==> config.mk <==
export PLATFORM = sky130hd
export DESIGN_NAME = knn_top_k_with_label_vote
export DESIGN_NICKNAME = d
export VERILOG_FILES = /design/src/rtl/core/knnv_pkg.sv /design/src/rtl/core/knnv_ctrl.sv /design/src/rtl/core/knnv_dpath.sv /design/src/rtl/core/knn_top_k_with_label_vote.sv
export SDC_FILE = /design/constraint.sdc
export NUM_CORES = 2
export LEC_CHECK = 0
export ABC_AREA = 1
export CELL_PAD_IN_SITES_DETAIL_PLACEMENT = 1
export CELL_PAD_IN_SITES_GLOBAL_PLACEMENT = 1
export CORE_MARGIN = 5
export CORE_UTILIZATION = 23
export CTS_CLUSTER_SIZE = 25
export DETAILED_ROUTE_END_ITERATION = 8
export DONT_BUFFER_PORTS = 1
export MAX_ROUTING_LAYER = met4
export PLACE_DENSITY = 0.43
export SLEW_MARGIN = 20
export SYNTH_ARGS = -nofsm -noshare
export SYNTH_HDL_FRONTEND = slang
export SYNTH_SLANG_ARGS = --single-unit
==> constraint.sdc <==
create_clock -name i_clk -period 22.2 [get_ports i_clk]
set_input_delay 4.44 -clock i_clk [delete_from_list [all_inputs] [get_ports i_clk]]
set_output_delay 4.44 -clock i_clk [all_outputs]
set_load 0.005 [all_outputs]
==> src/rtl/core/knnv_pkg.sv <==
// ----------------------------------------------------------------------------
// knnv_pkg
// Widths and controller/datapath interface types for the top-k label vote.
// ----------------------------------------------------------------------------
package knnv_pkg;

    localparam int COORD_W    = 16;
    localparam int MAG_W      = COORD_W + 1;
    localparam int SQ_W       = 2 * MAG_W;
    localparam int DIST_W     = 40;
    localparam int IDX_W      = 20;
    localparam int LBL_W      = 4;
    localparam int CFG_W      = 5;
    localparam int SLOT_OUT_W = 4;
    localparam int NUM_CODES  = 1 << LBL_W;

    typedef struct packed {
        logic take;
        logic square;
        logic accum;
        logic insert;
        logic vote_start;
        logic count_step;
        logic best_step;
        logic emit;
        logic list_clr;
    } t_cmd;

    typedef struct packed {
        logic last_dim;
        logic last_cand;
        logic slot_last;
        logic lbl_last;
        logic out_free;
    } t_sts;

endpackage

==> src/rtl/core/knnv_ctrl.sv <==
// ----------------------------------------------------------------------------
// knnv_ctrl
// Sequencer: input transfer, square, accumulate, insert, vote, emission.
// ----------------------------------------------------------------------------
module knnv_ctrl (
    input  logic            i_clk,
    input  logic            i_rst_n,
    input  logic            i_in_valid,
    output logic            o_in_stall,
    input  knnv_pkg::t_sts  i_sts,
    output knnv_pkg::t_cmd  o_cmd
);
    import knnv_pkg::*;

    localparam logic [2:0] S_IN   = 3'd0;
    localparam logic [2:0] S_SQ   = 3'd1;
    localparam logic [2:0] S_ACC  = 3'd2;
    localparam logic [2:0] S_INS  = 3'd3;
    localparam logic [2:0] S_CNT  = 3'd4;
    localparam logic [2:0] S_BEST = 3'd5;
    localparam logic [2:0] S_EMIT = 3'd6;

    logic [2:0] r_state;
    logic [2:0] n_state;

    assign o_in_stall = (r_state != S_IN);

    always_comb begin
        n_state = r_state;
        o_cmd   = '0;
        unique case (r_state)
            S_IN: begin
                if (i_in_valid) begin
                    o_cmd.take = 1'b1;
                    n_state    = S_SQ;
                end
            end
            S_SQ: begin
                o_cmd.square = 1'b1;
                n_state      = S_ACC;
            end
            S_ACC: begin
                o_cmd.accum = 1'b1;
                n_state     = i_sts.last_dim ? S_INS : S_IN;
            end
            S_INS: begin
                o_cmd.insert = 1'b1;
                if (i_sts.last_cand) begin
                    o_cmd.vote_start = 1'b1;
                    n_state          = S_CNT;
                end else begin
                    n_state = S_IN;
                end
            end
            S_CNT: begin
                o_cmd.count_step = 1'b1;
                if (i_sts.slot_last) n_state = S_BEST;
            end
            S_BEST: begin
                o_cmd.best_step = 1'b1;
                if (i_sts.lbl_last) n_state = S_EMIT;
            end
            S_EMIT: begin
                if (i_sts.out_free) begin
                    o_cmd.emit = 1'b1;
                    if (i_sts.slot_last) begin
                        o_cmd.list_clr = 1'b1;
                        n_state        = S_IN;
                    end
                end
            end
            default: begin
                n_state = S_IN;
            end
        endcase
    end

    always_ff @(posedge i_clk) begin
        if (!i_rst_n) begin
            r_state <= S_IN;
        end else begin
            r_state <= n_state;
        end
    end

endmodule

==> src/rtl/core/knnv_dpath.sv <==
// ----------------------------------------------------------------------------
// knnv_dpath
// Distance accumulator, sorted neighbour list, label counters, output register.
// ----------------------------------------------------------------------------
module knnv_dpath #(
    parameter int K_MAX      = 16,
    parameter int NUM_LABELS = 10,
    parameter int KW         = $clog2(K_MAX + 1)
) (
    input  logic                                i_clk,
    input  logic                                i_rst_n,
    input  knnv_pkg::t_cmd                      i_cmd,
    output knnv_pkg::t_sts                      o_sts,
    input  logic [KW-1:0]                       i_k_eff,
    input  logic signed [knnv_pkg::COORD_W-1:0] i_query_coord,
    input  logic signed [knnv_pkg::COORD_W-1:0] i_cand_coord,
    input  logic [knnv_pkg::IDX_W-1:0]          i_cand_index,
    input  logic [knnv_pkg::LBL_W-1:0]          i_cand_label,
    input  logic [knnv_pkg::IDX_W-1:0]          i_query_index,
    input  logic [knnv_pkg::LBL_W-1:0]          i_query_label,
    input  logic                                i_last_dim,
    input  logic                                i_last_cand,
    input  logic                                i_out_stall,
    output logic                                o_out_valid,
    output logic [knnv_pkg::SLOT_OUT_W-1:0]     o_slot,
    output logic                                o_slot_valid,
    output logic [knnv_pkg::DIST_W-1:0]         o_distance,
    output logic [knnv_pkg::IDX_W-1:0]          o_neighbour_index,
    output logic [knnv_pkg::LBL_W-1:0]          o_neighbour_label,
    output logic [knnv_pkg::LBL_W-1:0]          o_predicted_label,
    output logic                                o_label_match,
    output logic                                o_last
);
    import knnv_pkg::*;

    localparam int SW    = (K_MAX > 1) ? $clog2(K_MAX) : 1;
    localparam int CNT_W = $clog2(K_MAX + 1);

    logic signed [COORD_W-1:0] r_qc;
    logic signed [COORD_W-1:0] r_cc;
    logic [IDX_W-1:0]          r_cidx;
    logic [LBL_W-1:0]          r_clbl;
    logic [IDX_W-1:0]          r_qidx;
    logic [LBL_W-1:0]          r_qlbl;
    logic                      r_ld;
    logic                      r_lc;
    logic [SQ_W-1:0]           r_sq;
    logic [DIST_W-1:0]         r_acc;
    logic [DIST_W-1:0]         r_sum;

    logic [DIST_W-1:0]         r_dist [K_MAX];
    logic [IDX_W-1:0]          r_idx  [K_MAX];
    logic [LBL_W-1:0]          r_lab  [K_MAX];
    logic [K_MAX-1:0]          r_valid;

    logic [CNT_W-1:0]          r_cnt  [NUM_CODES];
    logic [CNT_W-1:0]          r_best;
    logic [LBL_W-1:0]          r_pred;
    logic [LBL_W-1:0]          r_lbl;
    logic [SW-1:0]             r_slot;

    logic                      r_ov;
    logic [SLOT_OUT_W-1:0]     r_o_slot;
    logic                      r_o_sv;
    logic [DIST_W-1:0]         r_o_dist;
    logic [IDX_W-1:0]          r_o_idx;
    logic [LBL_W-1:0]          r_o_lab;
    logic [LBL_W-1:0]          r_o_pred;
    logic                      r_o_match;
    logic                      r_o_last;

    logic signed [MAG_W-1:0]   diff;
    logic [MAG_W-1:0]          mag;
    logic [DIST_W:0]           sum_wide;
    logic [DIST_W-1:0]         sum_sat;
    logic [K_MAX-1:0]          in_k;
    logic [K_MAX-1:0]          hit;
    logic [K_MAX-1:0]          prev_hit;
    logic                      do_ins;
    logic [KW-1:0]             k_m1;
    logic                      slot_last;
    logic [SW+SLOT_OUT_W-1:0]  slot_ext;
    logic [LBL_W-1:0]          cur_lab;
    logic                      cur_valid;

    assign diff     = MAG_W'(r_qc) - MAG_W'(r_cc);
    assign mag      = diff[MAG_W-1] ? MAG_W'(-diff) : MAG_W'(diff);
    assign sum_wide = {1'b0, r_acc} + (DIST_W + 1)'(r_sq);
    assign sum_sat  = sum_wide[DIST_W] ? '1 : sum_wide[DIST_W-1:0];

    assign k_m1      = i_k_eff - KW'(1);
    assign slot_last = (KW'(r_slot) == k_m1);
    assign slot_ext  = {{SLOT_OUT_W{1'b0}}, r_slot};
    assign cur_lab   = r_lab[r_slot];
    assign cur_valid = r_valid[r_slot];
    assign do_ins    = i_cmd.insert && (r_cidx != r_qidx);

    always_comb begin
        for (int i = 0; i < K_MAX; i++) begin
            in_k[i] = (KW'(i) < i_k_eff);
            hit[i]  = in_k[i] && (!r_valid[i] || (r_sum < r_dist[i]));
        end
        prev_hit[0] = 1'b0;
        for (int i = 1; i < K_MAX; i++) begin
            prev_hit[i] = hit[i-1];
        end
    end

    always_ff @(posedge i_clk) begin
        if (i_cmd.take) begin
            r_qc   <= i_query_coord;
            r_cc   <= i_cand_coord;
            r_cidx <= i_cand_index;
            r_clbl <= i_cand_label;
            r_qidx <= i_query_index;
            r_qlbl <= i_query_label;
            r_ld   <= i_last_dim;
            r_lc   <= i_last_cand;
        end
        if (i_cmd.square) begin
            r_sq <= SQ_W'(mag) * SQ_W'(mag);
        end
        if (i_cmd.accum) begin
            r_sum <= sum_sat;
        end
    end

    always_ff @(posedge i_clk) begin
        if (!i_rst_n) begin
            r_acc <= '0;
        end else if (i_cmd.accum) begin
            r_acc <= r_ld ? '0 : sum_sat;
        end
    end

    // shift the tail down one slot and drop the new candidate into the gap
    always_ff @(posedge i_clk) begin
        if (do_ins) begin
            for (int i = 0; i < K_MAX; i++) begin
                if (hit[i] && !prev_hit[i]) begin
                    r_dist[i] <= r_sum;
                    r_idx[i]  <= r_cidx;
                    r_lab[i]  <= r_clbl;
                end
            end
            for (int i = 1; i < K_MAX; i++) begin
                if (prev_hit[i] && in_k[i]) begin
                    r_dist[i] <= r_dist[i-1];
                    r_idx[i]  <= r_idx[i-1];
                    r_lab[i]  <= r_lab[i-1];
                end
            end
        end
    end

    always_ff @(posedge i_clk) begin
        if (!i_rst_n) begin
            r_valid <= '0;
        end else if (i_cmd.list_clr) begin
            r_valid <= '0;
        end else if (do_ins) begin
            for (int i = 0; i < K_MAX; i++) begin
                if (hit[i] && !prev_hit[i]) begin
                    r_valid[i] <= 1'b1;
                end
            end
            for (int i = 1; i < K_MAX; i++) begin
                if (prev_hit[i] && in_k[i]) begin
                    r_valid[i] <= r_valid[i-1];
                end
            end
        end
    end

    always_ff @(posedge i_clk) begin
        for (int l = 0; l < NUM_CODES; l++) begin
            if (i_cmd.vote_start) begin
                r_cnt[l] <= '0;
            end else if (i_cmd.count_step && cur_valid && (cur_lab == LBL_W'(l)) &&
                         (l >= 1) && (l <= NUM_LABELS)) begin
                r_cnt[l] <= r_cnt[l] + CNT_W'(1);
            end
        end
        if (i_cmd.vote_start) begin
            r_best <= '0;
            r_pred <= '0;
            r_lbl  <= LBL_W'(1);
        end else if (i_cmd.best_step) begin
            if (r_cnt[r_lbl] > r_best) begin
                r_best <= r_cnt[r_lbl];
                r_pred <= r_lbl;
            end
            r_lbl <= r_lbl + LBL_W'(1);
        end
    end

    always_ff @(posedge i_clk) begin
        if (!i_rst_n) begin
            r_slot <= '0;
        end else if (i_cmd.vote_start) begin
            r_slot <= '0;
        end else if (i_cmd.count_step || i_cmd.emit) begin
            r_slot <= slot_last ? '0 : r_slot + SW'(1);
        end
    end

    always_ff @(posedge i_clk) begin
        if (!i_rst_n) begin
            r_ov <= 1'b0;
        end else if (i_cmd.emit) begin
            r_ov <= 1'b1;
        end else if (!i_out_stall) begin
            r_ov <= 1'b0;
        end
    end

    always_ff @(posedge i_clk) begin
        if (i_cmd.emit) begin
            r_o_slot  <= slot_ext[SLOT_OUT_W-1:0];
            r_o_sv    <= cur_valid;
            r_o_dist  <= cur_valid ? r_dist[r_slot] : '0;
            r_o_idx   <= cur_valid ? r_idx[r_slot] : '0;
            r_o_lab   <= cur_valid ? cur_lab : '0;
            r_o_pred  <= slot_last ? r_pred : '0;
            r_o_match <= slot_last && (r_pred == r_qlbl);
            r_o_last  <= slot_last;
        end
    end

    assign o_sts.last_dim  = r_ld;
    assign o_sts.last_cand = r_lc;
    assign o_sts.slot_last = slot_last;
    assign o_sts.lbl_last  = (r_lbl == LBL_W'(NUM_LABELS));
    assign o_sts.out_free  = !r_ov || !i_out_stall;

    assign o_out_valid       = r_ov;
    assign o_slot            = r_o_slot;
    assign o_slot_valid      = r_o_sv;
    assign o_distance        = r_o_dist;
    assign o_neighbour_index = r_o_idx;
    assign o_neighbour_label = r_o_lab;
    assign o_predicted_label = r_o_pred;
    assign o_label_match     = r_o_match;
    assign o_last            = r_o_last;

    a_valid_prefix: assert property (@(posedge i_clk) disable iff (!i_rst_n)
        ((r_valid >> 1) & ~r_valid) == '0)
        else $error("list valid bits are not a prefix");

    a_emit_free: assert property (@(posedge i_clk) disable iff (!i_rst_n)
        i_cmd.emit |-> (!r_ov || !i_out_stall))
        else $error("result loaded over a stalled transfer");

    a_acc_clear: assert property (@(posedge i_clk) disable iff (!i_rst_n)
        (i_cmd.accum && r_ld) |=> (r_acc == '0))
        else $error("accumulator not cleared after final dimension");

endmodule

==> src/rtl/core/knn_top_k_with_label_vote.sv <==
// ----------------------------------------------------------------------------
// knn_top_k_with_label_vote
// Squared-distance k nearest neighbours with a majority label vote.
// ----------------------------------------------------------------------------
// Input channel (i_in_valid / o_in_stall): one coordinate pair per transfer,
// tagged with candidate and query index/label and the last_dim / last_cand
// marks. Output channel (o_out_valid / i_out_stall): one result per list slot.
// i_cfg_we / i_cfg_wdata set k; write only while the block is idle.
// Items are taken one at a time through the transfer, square and accumulate
// states; one with last_dim set also takes the parallel slot insert. After an
// item with last_dim and last_cand, the vote counts the labels of the k slots
// and picks the best of labels 1 to NUM_LABELS; k results then leave one per
// cycle via the output register; the input stalls until the last is loaded.
// Reset clears the accumulator, empties the list and sets k to 4.
// A stalled receiver holds the output register and pauses emission.
// ----------------------------------------------------------------------------
module knn_top_k_with_label_vote #(
    parameter int K_MAX      = 16,
    parameter int NUM_LABELS = 10
) (
    input  logic                                i_clk,
    input  logic                                i_rst_n,
    input  logic                                i_cfg_we,
    input  logic [knnv_pkg::CFG_W-1:0]          i_cfg_wdata,
    input  logic                                i_in_valid,
    output logic                                o_in_stall,
    input  logic signed [knnv_pkg::COORD_W-1:0] i_query_coord,
    input  logic signed [knnv_pkg::COORD_W-1:0] i_cand_coord,
    input  logic [knnv_pkg::IDX_W-1:0]          i_cand_index,
    input  logic [knnv_pkg::LBL_W-1:0]          i_cand_label,
    input  logic [knnv_pkg::IDX_W-1:0]          i_query_index,
    input  logic [knnv_pkg::LBL_W-1:0]          i_query_label,
    input  logic                                i_last_dim,
    input  logic                                i_last_cand,
    output logic                                o_out_valid,
    input  logic                                i_out_stall,
    output logic [knnv_pkg::SLOT_OUT_W-1:0]     o_slot,
    output logic                                o_slot_valid,
    output logic [knnv_pkg::DIST_W-1:0]         o_distance,
    output logic [knnv_pkg::IDX_W-1:0]          o_neighbour_index,
    output logic [knnv_pkg::LBL_W-1:0]          o_neighbour_label,
    output logic [knnv_pkg::LBL_W-1:0]          o_predicted_label,
    output logic                                o_label_match,
    output logic                                o_last
);
    import knnv_pkg::*;

    localparam int KW = $clog2(K_MAX + 1);

    logic [CFG_W-1:0] r_k;
    logic [KW-1:0]    k_eff;
    t_cmd             cmd;
    t_sts             sts;

    always_ff @(posedge i_clk) begin
        if (!i_rst_n) begin
            r_k <= CFG_W'(4);
        end else if (i_cfg_we) begin
            r_k <= i_cfg_wdata;
        end
    end

    always_comb begin
        if (r_k == '0) begin
            k_eff = KW'(1);
        end else if (int'(r_k) > K_MAX) begin
            k_eff = KW'(K_MAX);
        end else begin
            k_eff = KW'(r_k);
        end
    end

    knnv_ctrl u_ctrl (
        .i_clk      (i_clk),
        .i_rst_n    (i_rst_n),
        .i_in_valid (i_in_valid),
        .o_in_stall (o_in_stall),
        .i_sts      (sts),
        .o_cmd      (cmd)
    );

    knnv_dpath #(
        .K_MAX      (K_MAX),
        .NUM_LABELS (NUM_LABELS),
        .KW         (KW)
    ) u_dpath (
        .i_clk             (i_clk),
        .i_rst_n           (i_rst_n),
        .i_cmd             (cmd),
        .o_sts             (sts),
        .i_k_eff           (k_eff),
        .i_query_coord     (i_query_coord),
        .i_cand_coord      (i_cand_coord),
        .i_cand_index      (i_cand_index),
        .i_cand_label      (i_cand_label),
        .i_query_index     (i_query_index),
        .i_query_label     (i_query_label),
        .i_last_dim        (i_last_dim),
        .i_last_cand       (i_last_cand),
        .i_out_stall       (i_out_stall),
        .o_out_valid       (o_out_valid),
        .o_slot            (o_slot),
        .o_slot_valid      (o_slot_valid),
        .o_distance        (o_distance),
        .o_neighbour_index (o_neighbour_index),
        .o_neighbour_label (o_neighbour_label),
        .o_predicted_label (o_predicted_label),
        .o_label_match     (o_label_match),
        .o_last            (o_last)
    );

endmodule

==> flow_metrics.tcl <==
set metrics [dict create \
    status "completed" \
    dpl.hpwl_um 286000 \
    antenna_found_initial 51 \
    fin_nets 11872 \
    maxCapViolCount 0 \
    period_needed_ns 8.55 \
    synth_compound_area_share_pct 14.5 \
    num_rows 234 \
    yosys-top-cells-count "nand2_1, inv_1, o21ai_0" \
    fin_tns_setup_ns 0 \
    htreeDepth 4 \
    finalHoldViolations 0 \
    synth_area_mm2 0.0938 \
    register_area_mm2 0.0410 \
    first_iter_violations 4923 \
    drt-total-wl_um 399000 \
    gr-total-overflow 0 \
    post_cts_buffers 0 \
    slowest_stage "fa_1" \
    crit_type "reg2reg" \
    grt_max_degree 154 \
    end_kind "flip-flop" \
    wl_per_cell_um 24.3 \
    synth_top_family_by_area "simple AND/OR/NAND/NOR gates" \
    max_freq_ghz 0.117 \
    vias_per_cell 4.74 \
    syn_area_per_cell_um2 8.52 \
    yosysTopAreaCell "edfxtp_1" \
    synthArstFlopShare_pct 0 \
    coreArea_mm2 0.406 \
    cp.required_ns 22.82 \
    pre_cts_ws_ns 13.52 \
    setup_viol 0 \
    grt_pass1_vias 82290 \
    max_stage_delay_ns 0.58 \
    clockBufferDepth 4 \
    cts_sinks 1394 \
    skew_ns 0.0881 \
    synth_mux_area_share_pct 0.0534 \
    start_util_pct 23.1 \
    rsz0062_at_grt "false" \
    synth-adder-area-share_pct 14.8 \
    clk_pin_slew_worst_paths_ns 0.06 \
    crit_arrival_ns 9.17 \
    multi_input_comb_area_mm2 0.0449 \
    die_w_um 649 \
    clkLatencyLatePin_ns 0.92 \
    syn2layout_area_growth_pct 13.1 \
    ios 169 \
    nFillCells 47688 \
    min-delay-path-class "reg2reg" \
    postSynthCellCount 11002 \
    track_usage_pct 19.0 \
    slew_violations 0 \
    routabilityCongestion 0.829 \
    relSlewSlack_pct 23.6 \
    yosys-top-cells-area "edfxtp_1, ha_1, nand2_1" \
    synth_xor_area_share_pct 0.975 \
    ys_types 66 \
    postCtsResizedCells 0 \
    vias 77785 \
    drt_pass1_iterations 5 \
    cts_tree "built" \
    seq_area_frac_synth_pct 43.7 \
    synth_most_common_cell "nand2_1" \
    dieArea_mm2 0.421 \
    worst_slack_ns 13.65 \
    period_share_pct 38.5 \
    synthSimpleGateAreaFrac_pct 17.1 \
    die_height_um 649 \
    final_antenna_net_count 0 \
    synth-seq-cells 1394 \
    cp_max_fo 15 \
    ys_warn_count 0 \
    tightestPinTransition_ns 1.14 \
    cts_made_buffers 195 \
    cts-root-buf "clkbuf_16" \
    synth_top_area_share_pct 41.8 \
    startpoint_type "flip-flop" \
    drive_above_1_share_pct 5.60 \
    cts-hold-fix-buffers 0 \
    crit_path_frequent_cell "nand2_1" \
    port_buffers 0 \
    drcViolationCount 0 \
    synthFlopType "edfxtp_1" \
    grt_pass1_wl_um 572000 \
    synth-edff-count 1304 \
    holdWs_ns 0.473 \
]
-- cell usage in the layout, fill, tap and decap left out, types with 13 or more instances in the layout --
master and n:
a21o_1 15, o221ai_1 36, clkbuf_16 200, o21ai_0 1384, edfxtp_1 1304, bufinv_16 13
nand2_2 23, o21a_1 22, ha_1 799, clkbuf_1 44, clkinv_1 38, diode_2 27
nand4_1 208, nor2_1 540, o21bai_1 23, xnor2_1 33, nor4_1 19, nand3b_1 14
o21ai_1 16, o211ai_1 82, inv_2 33, nand2_1 2197, nor3_1 57, clkinv_2 39
nor2_4 13, nand2_4 22, nor2_2 15, a21oi_1 961, inv_1 1513, nand3_1 614
or2_2 21, xor2_1 57, fa_1 193, buf_4 152, dfxtp_1 86
-- final timing paths --
kind	start	to	slack (ns)	cells past startpoint
worst min-delay path	u_dpath.r_acc[17]$_SDFFE_PN0N_	u_dpath.r_acc[17]$_SDFFE_PN0N_	0.47	2
worst max-delay path	u_dpath.r_cc[0]$_DFFE_PP_	u_dpath.r_sq[30]$_DFFE_PP_	13.65	37
worst max register to register	u_dpath.r_cc[0]$_DFFE_PP_	u_dpath.r_sq[30]$_DFFE_PP_	13.65	37
worst min register to register	u_dpath.r_acc[17]$_SDFFE_PN0N_	u_dpath.r_acc[17]$_SDFFE_PN0N_	0.47	2
-- critical path, delay by kind of cell, from the launching register on --
kind	cells	cell delay (ns)
compound gates	6	1.14
flops	1	0.37
simple gates	15	2.03
buf+inv	7	0.60
fa+ha+maj	9	4.18
-- per-layer routing --
layer,track usage [%],wire length (µm),vias up
li1,-,-,36905
met1,23.9,178000,38902
met2,31.3,189000,1442
met3,2.92,17100,536
met4,6.25,14400,0
met5,-,0,-
-- sequential cells by signal, summed over array words and instances, names as in the netlist, 33 cells and up, named ones only --
signal and count:
u_dpath.r_acc 40, u_dpath.r_cnt 50, u_dpath.o_distance 40, u_dpath.r_sum 40
u_dpath.r_sq 33, u_dpath.r_idx 320, u_dpath.r_dist 640, u_dpath.r_lab 64
-- cell type report --
class	count	share of cell area (%)
multi-input combinational	7485	42.4
sequential	1394	38.6
tap	5428	6.40
inverter	1555	5.53
clock buffer	253	4.99
timing repair buffer	157	1.15
clock inverter	104	0.883
antenna	27	0.0637
-- per-stage QoR --
stage | cells | area (µm²) | util, %
finish | 16403 | 106000 | 26.1
global route | 16401 | 106000 | 26.1
CTS | 16375 | 106000 | 26.1
detailed placement | 16018 | 99800 | 24.6
global placement | 16017 | 99700 | 24.5
floorplan | 11012 | 93800 | -
-- kinds of logic after synthesis --
group / count (synthesis)
AOI/OAI and AO/OA: 2596
xor gates and xnor gates: 95
DFF: 1394
buffers and inverters: 2133
and+or+nand+nor: 3785
other: 2
adders and majority gates: 992
muxes: 5
Power is left out: the tool's default activity adds up to more than one toggle a clock period on the data nets, which glitch-free logic cannot reach.
